===== config.mk =====
export PLATFORM = sky130hd
export DESIGN_NAME = tcp_port_payload_mirror_parser
export DESIGN_NICKNAME = d
export VERILOG_FILES = /design/src/rtl/tppm_pkg.sv /design/src/rtl/tcp_port_payload_mirror_parser.sv
export VERILOG_INCLUDE_DIRS = /design/src /design/src/rtl
export SDC_FILE = /design/constraint.sdc
export NUM_CORES = 1
export LEC_CHECK = 0
export BUFFER_PORTS_ARGS = -buffer_cell sky130_fd_sc_hd__clkbuf_2
export CAP_MARGIN = 10
export CORE_MARGIN = 2
export CORE_UTILIZATION = 50
export DETAILED_ROUTE_END_ITERATION = 10
export PLACE_DENSITY = 0.68
export REMOVE_ABC_BUFFERS = 1
export SYNTH_ARGS = -nofsm -noshare
export SYNTH_HDL_FRONTEND = slang
export SYNTH_SLANG_ARGS = --single-unit

===== constraint.sdc =====
create_clock -name i_clk -period 12.2 [get_ports i_clk]
set_input_delay 2.44 -clock i_clk [delete_from_list [all_inputs] [get_ports i_clk]]
set_output_delay 2.44 -clock i_clk [all_outputs]
set_load 0.1 [all_outputs]

===== src/rtl/assert_macros.svh =====
// Assertion helper macros used by the RTL parser.
// No dependencies; include by bare file name.
`ifndef ASSERT_MACROS_SVH
`define ASSERT_MACROS_SVH

// Same-cycle implication, disabled while reset is low
`define ASSERT_IMPLIES(label, clk, rst_n, ante, cons, msg) \
    label: assert property (@(posedge clk) disable iff (!rst_n) (ante) |-> (cons)) \
        else $error(msg);

// Next-cycle implication, disabled while reset is low
`define ASSERT_NEXT(label, clk, rst_n, ante, cons, msg) \
    label: assert property (@(posedge clk) disable iff (!rst_n) (ante) |=> (cons)) \
        else $error(msg);

`endif


===== src/rtl/tppm_pkg.sv =====
// Types and constants for the TCP port payload mirror parser.
// No dependencies.
package tppm_pkg;

    // Frame limits and chunking
    localparam logic [11:0] MAX_FRAME    = 12'd2048;
    localparam int          CHUNK_BITS   = 8;
    localparam logic [11:0] CHUNK_BYTES  = 12'd256;
    localparam logic [8:0]  CHUNK_FULL   = 9'd256;

    // Header field positions within the frame
    localparam logic [11:0] POS_ETYPE_HI = 12'd12;
    localparam logic [11:0] POS_ETYPE_LO = 12'd13;
    localparam logic [11:0] POS_IP_VHL   = 12'd14;
    localparam logic [11:0] POS_IP_PROTO = 12'd23;
    localparam logic [11:0] POS_SRC_IP   = 12'd26;
    localparam logic [11:0] POS_DST_IP   = 12'd30;
    localparam logic [11:0] POS_L4_MIN   = 12'd34;
    localparam logic [11:0] ETH_HDR_LEN  = 12'd14;
    localparam logic [11:0] MIN_PSTART   = 12'd54;

    // Offsets within the TCP header
    localparam logic [11:0] TCP_DPORT_LO = 12'd3;
    localparam logic [11:0] TCP_DOFF     = 12'd12;

    localparam logic [15:0] ETYPE_IPV4   = 16'h0800;
    localparam logic [7:0]  PROTO_TCP    = 8'd6;
    localparam logic [3:0]  MIN_HDR_WORDS = 4'd5;
    localparam logic [15:0] MATCH_PORT_RST = 16'd8888;

    // Result kinds
    localparam logic KIND_HEADER = 1'b0;
    localparam logic KIND_DATA   = 1'b1;

    // One result word
    typedef struct packed {
        logic        event_kind;
        logic [31:0] src_ip;
        logic [31:0] dst_ip;
        logic [15:0] tcp_sport;
        logic [15:0] tcp_dport;
        logic [11:0] pay_total;
        logic [10:0] chunk_offset;
        logic [8:0]  seg_bytes;
        logic [7:0]  payload_byte;
        logic [7:0]  byte_in_chunk;
        logic        chunk_end;
        logic        run_last;
    } t_result;

endpackage


===== src/rtl/tcp_port_payload_mirror_parser.sv =====
// Ethernet/IPv4/TCP parser that mirrors the payload of one TCP port.
// Depends on tppm_pkg and assert_macros.svh.
//
// Usage:
//   Input channel (i_in_valid / o_in_ready) carries one frame byte per word,
//   with the frame length and a first-byte flag. Output channel
//   (o_out_valid / i_out_ready) carries result words: one header event
//   before the first payload byte of a passing frame, then one data word
//   per payload byte, tagged with its 256-byte chunk.
//   i_cfg_we / i_cfg_wdata write the matched destination port; write it
//   only while the block is idle.
// Timing:
//   A byte is parsed in the cycle it is accepted and its results sit in a
//   four-word result queue from the next cycle.
//   One byte per cycle is taken while the queue holds two words or fewer,
//   and a byte that also raises a header event pushes two words into it.
// Reset and stall:
//   Synchronous active-low reset empties the queue, drops any frame in
//   progress and restores the port to 8888. When the receiver stalls the
//   queue fills and o_in_ready falls at three queued words; nothing is lost.
module tcp_port_payload_mirror_parser (
    input  logic        i_clk,
    input  logic        i_rst_n,
    // configuration
    input  logic        i_cfg_we,
    input  logic [15:0] i_cfg_wdata,
    // input words
    input  logic        i_in_valid,
    output logic        o_in_ready,
    input  logic [7:0]  i_rx_byte,
    input  logic [11:0] i_frame_len,
    input  logic        i_first_byte,
    // result words
    output logic        o_out_valid,
    input  logic        i_out_ready,
    output logic        o_event_kind,
    output logic [31:0] o_src_ip,
    output logic [31:0] o_dst_ip,
    output logic [15:0] o_tcp_sport,
    output logic [15:0] o_tcp_dport,
    output logic [11:0] o_pay_total,
    output logic [10:0] o_chunk_offset,
    output logic [8:0]  o_seg_bytes,
    output logic [7:0]  o_payload_byte,
    output logic [7:0]  o_byte_in_chunk,
    output logic        o_chunk_end,
    output logic        o_run_last
);

    `include "assert_macros.svh"

    // Parser state
    logic [15:0] r_match_port;
    logic [11:0] r_byte_pos,  n_byte_pos;
    logic        r_frame_ok,  n_frame_ok;
    logic [11:0] r_pstart,    n_pstart;
    logic [7:0]  r_etype_hi;
    logic [3:0]  r_ip_words;
    logic [31:0] r_src_ip;
    logic [31:0] r_dst_ip;
    logic [15:0] r_sport;
    logic [15:0] r_dport;

    // Result queue
    tppm_pkg::t_result r_queue [4];
    logic [1:0] r_head;
    logic [2:0] r_count, n_count;

    logic        in_acc;
    logic        out_acc;
    logic        cur_ok;
    logic [11:0] cur_pos;
    logic [11:0] cur_pstart;
    logic [11:0] eff_len;
    logic        in_range;
    logic [11:0] tcp_start;
    logic [11:0] tcp_rel;
    logic        in_tcp;
    logic        kill;
    logic        emit;
    logic        emit_hdr;
    logic [11:0] plen;
    logic [11:0] off;
    logic [10:0] coff;
    logic [11:0] rem;
    logic [8:0]  clen;
    logic [7:0]  bic;
    logic [1:0]  push_n;
    logic [1:0]  tail;
    logic [1:0]  tail_next;
    tppm_pkg::t_result hdr_res;
    tppm_pkg::t_result data_res;
    tppm_pkg::t_result head_res;

    assign in_acc  = i_in_valid && o_in_ready;
    assign out_acc = o_out_valid && i_out_ready;

    // Frame state as seen by this byte: a first byte restarts the frame
    assign cur_ok     = i_first_byte ? 1'b1  : r_frame_ok;
    assign cur_pos    = i_first_byte ? '0    : r_byte_pos;
    assign cur_pstart = i_first_byte ? '0    : r_pstart;
    assign eff_len    = (i_frame_len < tppm_pkg::MAX_FRAME) ? i_frame_len
                                                             : tppm_pkg::MAX_FRAME;
    assign in_range   = cur_ok && (cur_pos < eff_len);

    // Locate the TCP header behind the IPv4 options
    assign tcp_start = tppm_pkg::ETH_HDR_LEN + {6'd0, r_ip_words, 2'b00};
    assign tcp_rel   = cur_pos - tcp_start;
    assign in_tcp    = (cur_pos >= tppm_pkg::POS_L4_MIN) && (cur_pos >= tcp_start);

    // Header checks that drop the frame
    always_comb begin
        kill = 1'b0;
        if (cur_pos == tppm_pkg::POS_ETYPE_LO) begin
            kill = ({r_etype_hi, i_rx_byte} != tppm_pkg::ETYPE_IPV4);
        end else if (cur_pos == tppm_pkg::POS_IP_VHL) begin
            kill = (i_rx_byte[3:0] < tppm_pkg::MIN_HDR_WORDS);
        end else if (cur_pos == tppm_pkg::POS_IP_PROTO) begin
            kill = (i_rx_byte != tppm_pkg::PROTO_TCP);
        end else if (in_tcp && (tcp_rel == tppm_pkg::TCP_DPORT_LO)) begin
            kill = ({r_dport[7:0], i_rx_byte} != r_match_port);
        end else if (in_tcp && (tcp_rel == tppm_pkg::TCP_DOFF)) begin
            kill = (i_rx_byte[7:4] < tppm_pkg::MIN_HDR_WORDS);
        end
    end

    // Next frame state
    always_comb begin
        n_byte_pos = (cur_pos < tppm_pkg::MAX_FRAME) ? cur_pos + 12'd1 : cur_pos;
        n_frame_ok = cur_ok && !(in_range && kill);
        n_pstart   = cur_pstart;
        if (in_range && in_tcp && (tcp_rel == tppm_pkg::TCP_DOFF) && !kill) begin
            n_pstart = tcp_start + {6'd0, i_rx_byte[7:4], 2'b00};
        end
    end

    // Payload byte: work out its chunk
    assign emit     = in_range && (cur_pstart != '0) && (cur_pos >= cur_pstart);
    assign emit_hdr = emit && (cur_pos == cur_pstart);
    assign plen     = eff_len - cur_pstart;
    assign off      = cur_pos - cur_pstart;
    assign coff     = {off[10:tppm_pkg::CHUNK_BITS], {tppm_pkg::CHUNK_BITS{1'b0}}};
    assign rem      = plen - {1'b0, coff};
    assign clen     = (rem < tppm_pkg::CHUNK_BYTES) ? rem[8:0] : tppm_pkg::CHUNK_FULL;
    assign bic      = off[tppm_pkg::CHUNK_BITS-1:0];

    always_comb begin
        hdr_res               = '0;
        hdr_res.event_kind    = tppm_pkg::KIND_HEADER;
        hdr_res.src_ip        = r_src_ip;
        hdr_res.dst_ip        = r_dst_ip;
        hdr_res.tcp_sport     = r_sport;
        hdr_res.tcp_dport     = r_dport;
        hdr_res.pay_total     = plen;

        data_res               = '0;
        data_res.event_kind    = tppm_pkg::KIND_DATA;
        data_res.src_ip        = r_src_ip;
        data_res.dst_ip        = r_dst_ip;
        data_res.tcp_sport     = r_sport;
        data_res.tcp_dport     = r_dport;
        data_res.chunk_offset  = coff;
        data_res.seg_bytes     = clen;
        data_res.payload_byte  = i_rx_byte;
        data_res.byte_in_chunk = bic;
        data_res.chunk_end     = (({1'b0, bic} + 9'd1) == clen);
        data_res.run_last      = 1'b1;
    end

    // Queue bookkeeping
    assign push_n     = (in_acc && emit) ? (emit_hdr ? 2'd2 : 2'd1) : 2'd0;
    assign tail       = r_head + r_count[1:0];
    assign tail_next  = tail + 2'd1;
    assign n_count    = r_count + {1'b0, push_n} - {2'd0, out_acc};
    assign o_in_ready = (r_count <= 3'd2);
    assign o_out_valid = (r_count != 3'd0);

    // Control registers
    always_ff @(posedge i_clk) begin
        if (!i_rst_n) begin
            r_match_port <= tppm_pkg::MATCH_PORT_RST;
            r_byte_pos   <= '0;
            r_frame_ok   <= 1'b0;
            r_pstart     <= '0;
            r_head       <= '0;
            r_count      <= '0;
        end else begin
            if (i_cfg_we) begin
                r_match_port <= i_cfg_wdata;
            end
            if (in_acc) begin
                r_byte_pos <= n_byte_pos;
                r_frame_ok <= n_frame_ok;
                r_pstart   <= n_pstart;
            end
            if (out_acc) begin
                r_head <= r_head + 2'd1;
            end
            r_count <= n_count;
        end
    end

    // Capture header fields as they stream past; clear them at a frame start
    always_ff @(posedge i_clk) begin
        if (!i_rst_n || (in_acc && i_first_byte)) begin
            r_etype_hi <= '0;
            r_ip_words <= '0;
            r_src_ip   <= '0;
            r_dst_ip   <= '0;
            r_sport    <= '0;
            r_dport    <= '0;
        end else if (in_acc && in_range) begin
            if (cur_pos == tppm_pkg::POS_ETYPE_HI) begin
                r_etype_hi <= i_rx_byte;
            end
            if (cur_pos == tppm_pkg::POS_IP_VHL) begin
                r_ip_words <= i_rx_byte[3:0];
            end
            if ((cur_pos >= tppm_pkg::POS_SRC_IP) && (cur_pos < tppm_pkg::POS_DST_IP)) begin
                r_src_ip <= {r_src_ip[23:0], i_rx_byte};
            end
            if ((cur_pos >= tppm_pkg::POS_DST_IP) && (cur_pos < tppm_pkg::POS_L4_MIN)) begin
                r_dst_ip <= {r_dst_ip[23:0], i_rx_byte};
            end
            if (in_tcp && (tcp_rel < 12'd2)) begin
                r_sport <= {r_sport[7:0], i_rx_byte};
            end
            if (in_tcp && (tcp_rel >= 12'd2) && (tcp_rel <= tppm_pkg::TCP_DPORT_LO)) begin
                r_dport <= {r_dport[7:0], i_rx_byte};
            end
        end
    end

    // Push results: header event first, then the data word
    always_ff @(posedge i_clk) begin
        if (in_acc && emit) begin
            if (emit_hdr) begin
                r_queue[tail]      <= hdr_res;
                r_queue[tail_next] <= data_res;
            end else begin
                r_queue[tail]      <= data_res;
            end
        end
    end

    // Drive the head word
    assign head_res        = r_queue[r_head];
    assign o_event_kind    = head_res.event_kind;
    assign o_src_ip        = head_res.src_ip;
    assign o_dst_ip        = head_res.dst_ip;
    assign o_tcp_sport     = head_res.tcp_sport;
    assign o_tcp_dport     = head_res.tcp_dport;
    assign o_pay_total     = head_res.pay_total;
    assign o_chunk_offset  = head_res.chunk_offset;
    assign o_seg_bytes     = head_res.seg_bytes;
    assign o_payload_byte  = head_res.payload_byte;
    assign o_byte_in_chunk = head_res.byte_in_chunk;
    assign o_chunk_end     = head_res.chunk_end;
    assign o_run_last      = head_res.run_last;

    // Checks
    `ASSERT_IMPLIES(a_queue_bound, i_clk, i_rst_n, 1'b1, r_count <= 3'd4,
        "result queue over capacity")
    `ASSERT_NEXT(a_hdr_then_data, i_clk, i_rst_n,
        out_acc && (o_event_kind == tppm_pkg::KIND_HEADER),
        o_out_valid && (o_event_kind == tppm_pkg::KIND_DATA),
        "header event not followed by its data word")
    `ASSERT_IMPLIES(a_pstart_min, i_clk, i_rst_n, r_pstart != '0,
        r_pstart >= tppm_pkg::MIN_PSTART, "payload start inside minimum headers")
    `ASSERT_NEXT(a_first_restart, i_clk, i_rst_n, in_acc && i_first_byte,
        r_byte_pos == 12'd1 && r_pstart == '0, "first byte did not restart frame")

endmodule


==> run_results.csv, run 1 <==
group,metric,value,unit
drt,dr.pass1.iters,6,
sta,layout_setup_ws,4300,ps
placement,post-place-ws,3830,ps
drt,routed_via_density,5.57,
logic_synthesis,syn_inst,2531,
die,coreArea,0.0642,sq mm
logic_synthesis,yosysUniqueCellTypes,84,
logic_synthesis,syn_area_per_cell,12.8,sq um
power,ir_drop,0.155,mV
die,dieArea,0.0668,sq mm
cts,clock_latency,620,ps
sta,rsz0062_at_grt,"false",
sta,finalCriticalPeriod,7900,ps
sta,slew_headroom,0.217,
placement,hpwl,46100,microns
global_routing,grt_max_degree,155,
finish,area_growth,12.8,%
sta,final-setup-viol-count,0,
drt,ant_nets,0,
die,fp.dieH,259,microns
placement,placed_cell_area,0.0340,sq mm
die,die_x,259,microns
logic_synthesis,yosysWarnings,0,
sta,worstMarginPinSlew,1170,ps
cts,cts_hold_buf,0,
sta,tns,0,ps
placement,dp_cells,3435,
critical_path,crit_path_start_kind,"input pin",
drt,wl_per_cell,20.9,microns
power,power.total,5.46,mW
global_routing,antenna_found_initial,0,
cts,post_cts_buffers,0,
drt,drt-total-wl,74500,microns
sta,hold_slack,450,ps
critical_path,path_max_fanout,139,
placement,io_buffers,182,
finish,drive_gt1_frac,0.182,
finish,final_util,0.569,
cts,tritoncts,"yes",
sta,finalMaxSlewViolations,0,
finish,design_area,0.0366,sq mm
worst_hold_path,hold_path_class,"flop to flop",
sta,finalClockSkew,18.8,ps
logic_synthesis,synth_top_area_cell,"edfxtp_1",
global_routing,grt_pass1_vias,20100,
finish,diodes,0,
sta,period_share,0.647,
logic_synthesis,synth_edf_count,500,
critical_path,endpoint_kind,"flop",
sta,fmax,0.127,GHz
logic_synthesis,post-synth-top-area-fraction,0.463,
critical_path,critPathArrivalTime,8130,ps
cts,clkTransAtPathRegs,60,ps
drt,drcViolationCount,0,
logic_synthesis,yosysSeqAreaShare,0.592,
finish,nets,2759,
die,io_pins,191,
die,num_rows,93,
power,power_density,149,mW/mm^2
logic_synthesis,syn_area,0.0324,sq mm
critical_path,worst-setup-path-type,"input pin to flop",
sta,hold_violations,0,
die,initial_core_util,0.504,
global_routing,grt_pass1_wl,115000,microns
cts,cts_buffers,76,
drt,drtIter0Drc,1420,
placement,place.gp.congestion,0.881,
logic_synthesis,yosys-top-cells-area,"edfxtp_1 (46%), dfxtp_1 (13%), mux4_2 (9.6%)",
cts,ctsResizeCount,0,
flow_run,maxCapViolations,0,
global_routing,track_usage,0.224,
cts,cts.sinks,708,
critical_path,required,12430,ps
status,outcome,"finished clean",
cts,root_buffer,"clkbuf_16",
power,power_leakage,11.5,nW
logic_synthesis,ys_seq_elements,708,
cts,htreeDepth,3,
cts,cts.path.max_buffers,3,
finish,stdcell_count,3575,
drt,vias,19900,
logic_synthesis,synth_top_flop_cell,"edfxtp_1",
logic_synthesis,async_flop_share,0,
global_routing,grt-ovfl-total,0,
-- final cells by class --
cell class / instances / area, sq um
fill: 5260 / 27700
sequential: 708 / 19200
multi-input combinational: 1609 / 12400
clock buffer: 107 / 2180
timing repair buffer: 206 / 1120
tap: 855 / 1070
clock inverter: 33 / 390
inverter: 57 / 241
-- worst max-delay path, stage by stage --
cell	delay, ps
clkbuf_2	80
buf_4	270
nor2b_1	390
inv_1	200
ha_1	270
fa_1	480
and3b_1	230
a211oi_1	80
o31ai_1	360
o21ai_0	150
a311oi_1	490
and3_1	520
a21oi_1	360
inv_8	590
buf_4	890
-- cell usage after synthesis, types with 6 or more instances --
library cell,count
edfxtp_1,500
and2_1,425
nand2_1,235
dfxtp_1,208
nor2_1,142
mux4_2,138
clkbuf_1,128
a21oi_1,103
mux2i_1,63
ha_1,54
inv_1,52
a22o_1,36
nor2b_1,36
o21ai_0,36
xor2_1,33
xnor2_1,32
nor3_1,26
nand2b_1,24
a21o_1,17
nand3_1,17
nor4_1,16
buf_1,14
nand4_1,12
a211oi_1,11
buf_4,11
o211ai_1,10
a31oi_1,8
or3_1,8
a21boi_0,7
o21a_1,7
or2_2,7
or4_1,7
buf_2,6
o2bb2ai_1,6
-- placed cells by master (no fill, tap or decap), types with 14 or more instances in the layout --
master | Yosys | layout
nor2_1 | 142 | 142
buf_4 | 11 | 22
clkinv_2 | 0 | 14
dfxtp_1 | 208 | 206
a21oi_1 | 103 | 103
mux4_2 | 138 | 138
nand2b_1 | 24 | 24
nor3_1 | 26 | 25
nand2_1 | 235 | 234
xnor2_1 | 32 | 32
nor2b_1 | 36 | 36
a21o_1 | 17 | 17
clkbuf_2 | 3 | 182
clkbuf_16 | 0 | 78
inv_1 | 52 | 51
and2_1 | 425 | 424
edfxtp_1 | 500 | 500
mux2i_1 | 63 | 63
o21ai_0 | 36 | 36
nand3_1 | 17 | 17
xor2_1 | 33 | 33
ha_1 | 54 | 54
nor4_1 | 16 | 16
a22o_1 | 36 | 36
clkbuf_1 | 128 | 17
-- layer usage --
metal,vias up,routed length [microns],track usage
li1,9375,-,-
met1,9927,32400,0.306
met2,515,36800,0.374
met3,99,3840,0.0332
met4,0,1510,0.0644
met5,-,0,0
-- worst paths after layout --
kind	from	endpoint	slack (ps)	cells past startpoint
max	i_first_byte	r_queue[0][2]$_DFFE_PP_	4300	15
max reg2reg	r_byte_pos[0]$_SDFFE_PN0P_	r_queue[0][2]$_DFFE_PP_	6190	13
min	r_queue[3][0]$_SDFFE_PP1P_	r_queue[3][0]$_SDFFE_PP1P_	450	2
min reg2reg	r_queue[3][0]$_SDFFE_PP1P_	r_queue[3][0]$_SDFFE_PP1P_	450	2
-- sequential cells by signal, summed over array words and instances, names as in the netlist, 2 cells and up, named ones only --
signal	cells
r_ip_words	4
r_byte_pos	12
r_count	3
r_pstart	12
r_dst_ip	32
r_dport	16
r_src_ip	32
r_match_port	16
r_sport	16
r_queue	552
r_etype_hi	8
r_head	2
-- kinds of logic after synthesis --
logic type | share of synthesized area
AND/OR/NAND/NOR | 0.162
buffers and inverters | 0.0277
multiplexers | 0.115
adder cells (fa/ha/maj) | 0.0256
other | 0.000116
flip-flops | 0.592
XOR/XNOR | 0.0190
AO/OA/AOI/OAI | 0.0583
-- power breakdown --
part           internal [mW]  leakage [nW]  total [mW]  switching [mW]
combinational          0.200          5.14       0.530           0.330
clock                   1.39          1.27        2.34           0.953
sequential              2.55          5.12        2.60          0.0416
total                   4.14          11.5        5.46            1.32
Note: power is estimated with default switching activity, not from simulation.
==> inputs of run 2 (changes only) <==
- clock period: 12.2 -> 8.15 ns (I/O delays scaled with it)
==> run 2 against run 1 <==
Global-route usage increased by 0.44 points; register-to-register slack got worse by 3400 ps; final cell count increased by 0.25%; clock skew decreased by 1.1 ps; routed wire length increased by 1.9%; power increased by 46%; design area about the same; non-clock buffer count increased by 13; critical endpoint is now r_queue[0][1]$_DFFE_PP_; largest cell class unchanged; highest routed layer unchanged.
==> run_results.csv, run 2 (synthesis results as in run 1) <==
group,metric,value,unit
status,outcome,"finished clean",
sta,rsz0062_at_grt,"false",
sta,layout_setup_ws,1850,ps
power,ir_drop,0.197,mV
critical_path,crit_chain,"clkbuf_2, nor2b_1, inv_1, ha_1, fa_1, and3b_1, a211oi_1, o31ai_1, a21oi_1, o21bai_1, a21oi_1, xor2_1, ha_1, inv_1, o21ai_0, and4_1, o2111ai_1, o2111a_1, o211ai_1, nor3_1",
critical_path,critPathArrivalTime,6720,ps
cts,cts_buffers,75,
drt,routed_via_density,5.65,
cts,clkTransAtPathRegs,60,ps
sta,fmax,0.159,GHz
cts,tritoncts,"yes",
finish,drive_gt1_frac,0.179,
die,fp.dieH,259,microns
power,power_density,219,mW/mm^2
sta,finalMaxSlewViolations,0,
die,coreArea,0.0642,sq mm
cts,ctsResizeCount,0,
finish,n_fill_cell,5209,
global_routing,grt-ovfl-total,0,
die,num_rows,93,
placement,post-place-ws,1390,ps
critical_path,max_stage_delay,600,ps
critical_path,required,8560,ps
drt,ant_nets,0,
critical_path,path_max_fanout,19,
critical_path,worst-setup-path-type,"input pin to flop",
finish,diodes,0,
finish,nets,2771,
drt,drtIter0Drc,1878,
global_routing,antenna_found_initial,1,
critical_path,crit_slowest_cell,"o2111ai_1",
sta,worstMarginPinSlew,1200,ps
flow_run,maxCapViolations,0,
die,dieArea,0.0668,sq mm
placement,place.gp.congestion,0.921,
cts,htreeDepth,3,
cts,post_cts_buffers,0,
global_routing,track_usage,0.228,
cts,root_buffer,"clkbuf_16",
sta,hold_violations,0,
sta,slew_headroom,0.202,
finish,final_common_cell,"edfxtp_1",
worst_hold_path,hold_path_class,"flop to flop",
finish,final_util,0.569,
drt,vias,20200,
power,power_leakage,11.5,nW
sta,finalCriticalPeriod,6300,ps
sta,hold_slack,443,ps
placement,io_buffers,182,
cts,cts.path.max_buffers,3,
finish,final_cell_mix,"edfxtp_1 (500), and2_1 (424), nand2_1 (234)",
finish,area_growth,12.9,%
global_routing,grt_max_degree,77,
cts,cts_hold_buf,0,
cts,cts.sinks,708,
finish,top_register,"r_queue",
placement,hpwl,48100,microns
drt,drcViolationCount,0,
drt,dr.pass1.iters,6,
die,die_x,259,microns
die,initial_core_util,0.504,
sta,tns,0,ps
finish,seqCellArea,0.0192,sq mm
sta,final-setup-viol-count,0,
critical_path,crit_path_start_kind,"input pin",
finish,multi_input_comb_area,0.0124,sq mm
sta,finalClockSkew,17.8,ps
finish,largest_registers,"r_queue: 552 flops, r_dst_ip: 32 flops, r_src_ip: 32 flops",
critical_path,endpoint_kind,"flop",
die,io_pins,191,
global_routing,grt_pass1_wl,117000,microns
finish,largest_reg_flops,552,
global_routing,grt_pass1_vias,20500,
critical_path,rrSetupSlack,2830,ps
cts,clock_latency,610,ps
sta,period_share,0.774,
drt,wl_per_cell,21.2,microns
drt,drt-total-wl,75900,microns
[run 2: cell count changes in the layout (fill, tap and decap cells not counted), moves of 2 or more]
cell	delta
buf_12	+10
buf_4	+2
clkbuf_1	+9
clkbuf_16	-3
clkbuf_8	-8
clkinv_1	+6
clkinv_2	-9
clkinvlp_4	+2
inv_6	+2
[run 2: power by group]
part	internal, mW	total, mW	switching (mW)
logic	0.302	0.793	0.490
registers	3.82	3.90	0.0745
clock network	1.91	3.30	1.39
[run 2: cell type report]
cell class / instances / area share
clock inverters: 31 / 0.00893
repair buffers: 219 / 0.0366
flip-flops and latches: 708 / 0.525
inverters: 57 / 0.00661
well taps: 855 / 0.0293
clock buffers: 105 / 0.0555
multi-input cells: 1609 / 0.338
[run 2: path summary, 6_finish.rpt]
kind                               from                          to  depth (start not counted)
min          r_queue[3][0]$_SDFFE_PP1P_  r_queue[3][0]$_SDFFE_PP1P_                          2
max                        i_first_byte     r_queue[0][1]$_DFFE_PP_                         20
min reg2reg  r_queue[3][0]$_SDFFE_PP1P_  r_queue[3][0]$_SDFFE_PP1P_                          2
max reg2reg  r_byte_pos[0]$_SDFFE_PN0P_     r_queue[0][1]$_DFFE_PP_                         19
[run 2: stage by stage]
stage,cell area (sq um),power [mW],std cells
finish,36600,7.99,3584
global route,36600,8.27,3584
CTS,36600,8.07,3583
detailed placement,34200,4.78,3447
global placement,34200,4.77,3447
floorplan,31700,4.59,2374
[run 2: worst max-delay path: cells and delay by family]
kind / cells / cell delay, ps
AO/OA/AOI/OAI: 9 / 2040
AND/OR/NAND/NOR: 4 / 1090
adder cells (fa/ha/maj): 3 / 1050
buffers and inverters: 3 / 540
XOR/XNOR: 1 / 340
[run 2: metal layers]
metal / share of wire / global-route usage / vias to the layer above
li1: - / - / 9400
met2: 0.49 / 0.379 / 587
met3: 0.055 / 0.0351 / 143
met4: 0.027 / 0.0750 / 0
met1: 0.43 / 0.309 / 10100
met5: 0 / 0 / -
==> inputs of run 3 (changes only) <==
- ABC_AREA: unset -> 1
- clock period: 8.15 -> 6.1 ns (I/O delays scaled with it)
==> run 3 against run 2 <==
First-iteration DRC count up 12%; global-route usage up 2.8 points; critical endpoint is now r_queue[2][1]$_DFFE_PP_; critical path depth up 7; largest cell class unchanged.
==> run_results.csv, run 3 <==
group,metric,value,unit
status,outcome,"finished clean",
cts,clkTransAtPathRegs,60,ps
critical_path,rrSetupSlack,1690,ps
sta,finalMaxSlewViolations,0,
cts,clock_latency,610,ps
logic_synthesis,netlist_top_cells_count,"nor2_1 (851), edfxtp_1 (500), o21ai_0 (444)",
cts,htreeDepth,3,
power,ir_drop,0.311,mV
drt,wl_per_cell,19.4,microns
logic_synthesis,synth_top_flop_cell,"edfxtp_1",
cts,cts.path.max_buffers,3,
logic_synthesis,yosysUniqueCellTypes,60,
sta,finalCriticalPeriod,4950,ps
drt,drcViolationCount,0,
sta,worstMarginPinSlew,1110,ps
placement,post-place-ws,560,ps
sta,rsz0062_at_grt,"false",
placement,io_buffers,182,
critical_path,path_max_fanout,15,
critical_path,critPathArrivalTime,5300,ps
logic_synthesis,yosysSeqAreaShare,0.590,
global_routing,grt_pass1_wl,134000,microns
finish,diodes,0,
die,fp.dieH,259,microns
logic_synthesis,synth_top_area_cell,"edfxtp_1",
placement,dp_cells,4327,
drt,ant_nets,0,
power,power.total,14.2,mW
finish,stdcell_count,4465,
logic_synthesis,yosys-top-cells-area,"edfxtp_1 (46%), dfxtp_1 (13%), nor2_1 (9.8%)",
finish,final_common_cell,"nor2_1",
cts,cts.sinks,708,
die,io_pins,191,
global_routing,antenna_found_initial,0,
cts,ctsResizeCount,0,
critical_path,required,6450,ps
logic_synthesis,async_flop_share,0,
critical_path,crit_path_start_kind,"input pin",
logic_synthesis,yosysMostFrequentCell,"nor2_1",
drt,vias,24900,
global_routing,grt-ovfl-total,0,
global_routing,track_usage,0.256,
logic_synthesis,syn_area_per_cell,9.43,sq um
cts,root_buffer,"clkbuf_16",
sta,final-setup-viol-count,0,
finish,drive_gt1_frac,0.122,
finish,nets,3649,
global_routing,grt_max_degree,171,
logic_synthesis,post-synth-top-area-fraction,0.462,
sta,hold_violations,0,
sta,slew_headroom,0.257,
logic_synthesis,yosysWarnings,0,
die,coreArea,0.0643,sq mm
finish,largest_reg_flops,552,
drt,routed_via_density,5.57,
sta,finalClockSkew,13.8,ps
global_routing,grt_pass1_vias,23500,
cts,tritoncts,"yes",
sta,layout_setup_ws,1150,ps
sta,tns,0,ps
worst_hold_path,hold_path_class,"flop to flop",
sta,period_share,0.812,
logic_synthesis,syn_area,0.0325,sq mm
logic_synthesis,ys_seq_elements,708,
sta,fmax,0.202,GHz
critical_path,endpoint_kind,"flop",
flow_run,maxCapViolations,0,
die,num_rows,93,
logic_synthesis,syn_inst,3447,
cts,post_cts_buffers,0,
cts,cts_hold_buf,0,
drt,drt-total-wl,86600,microns
power,power_leakage,13.1,nW
finish,final_util,0.566,
drt,drtIter0Drc,2097,
cts,cts_buffers,74,
die,dieArea,0.0670,sq mm
critical_path,worst-setup-path-type,"input pin to flop",
finish,area_growth,12.0,%
placement,hpwl,51600,microns
power,power_density,390,mW/mm^2
die,initial_core_util,0.505,
logic_synthesis,synth_edf_count,500,
finish,largest_registers,"r_queue: 552 flops, r_dst_ip: 32 flops, r_src_ip: 32 flops",
die,die_x,259,microns
finish,top_register,"r_queue",
drt,dr.pass1.iters,7,
finish,final_cell_mix,"nor2_1 (850), edfxtp_1 (500), o21ai_0 (444)",
placement,place.gp.congestion,0.918,
-- run 3: routing by layer --
metal / GRT usage / wire length, microns / vias to the layer above / part of all wire
li1: - / - / 11900 / -
met1: 0.360 / 37600 / 12000 / 0.43
met2: 0.416 / 41200 / 864 / 0.48
met3: 0.0316 / 5610 / 129 / 0.065
met4: 0.0829 / 2210 / 0 / 0.026
met5: 0 / 0 / - / 0
-- run 3: cell type report --
type	count	area, sq um
clock buffer	100	2080
sequential	708	19200
clock inverter	38	373
multi-input combinational	2229	11100
fill	5662	27900
timing repair buffer	229	1410
inverter	306	1180
tap	855	1070
-- run 3: kinds of logic after synthesis --
logic type,after synthesis,synth area share
and+or+nand+nor,1291,0.165
AOI/OAI and AO/OA,829,0.138
DFF,708,0.590
buffers and inverters,517,0.0707
adders and majority gates,59,0.0239
xor gates and xnor gates,42,0.0118
other,1,0.000115
-- run 3: worst max-delay path: stages --
cell and delay [ps]:
clkbuf_2 250, nor2_1 320, ha_1 220, inv_1 80, fa_1 460, nand3_1 100, nand2_1 80, a21oi_1 160
o21bai_1 110, a21o_1 160, a21oi_1 150, nor2_1 70, nor2_1 80, o21bai_1 80, xor2_1 270, ha_1 310
o21ai_1 80, inv_1 80, nor3_4 140, buf_4 230, nand3_1 220, nand2_1 120, nand2_1 60, nand3_1 80
nor2_2 50, nand2_2 80, nor2_1 40
-- run 3: per-stage QoR --
stage                     hold WS [ps]  cell area (sq um)
final                              453              36400
after global routing               469              36400
after CTS                          453              36400
after detailed placement           439              33900
after global placement             436              33900
after floorplan                    422              31400
-- run 3: worst paths after layout --
kind                                    start  depth (start not counted)                          end
setup reg to reg   r_byte_pos[0]$_SDFFE_PN0P_                         25      r_queue[2][1]$_DFFE_PP_
hold reg to reg   r_queue[1][40]$_SDFFE_PP0P_                          2  r_queue[1][40]$_SDFFE_PP0P_
hold / removal    r_queue[1][40]$_SDFFE_PP0P_                          2  r_queue[1][40]$_SDFFE_PP0P_
setup / recovery                 i_first_byte                         27      r_queue[2][1]$_DFFE_PP_
-- run 3: report_power, final --
group / total [mW] / internal (mW) / switching (mW) / leakage [nW]
Sequential: 5.17 / 5.11 / 0.0609 / 6.31
Clock: 4.56 / 2.67 / 1.89 / 1.21
Combinational: 4.47 / 0.628 / 3.84 / 5.55
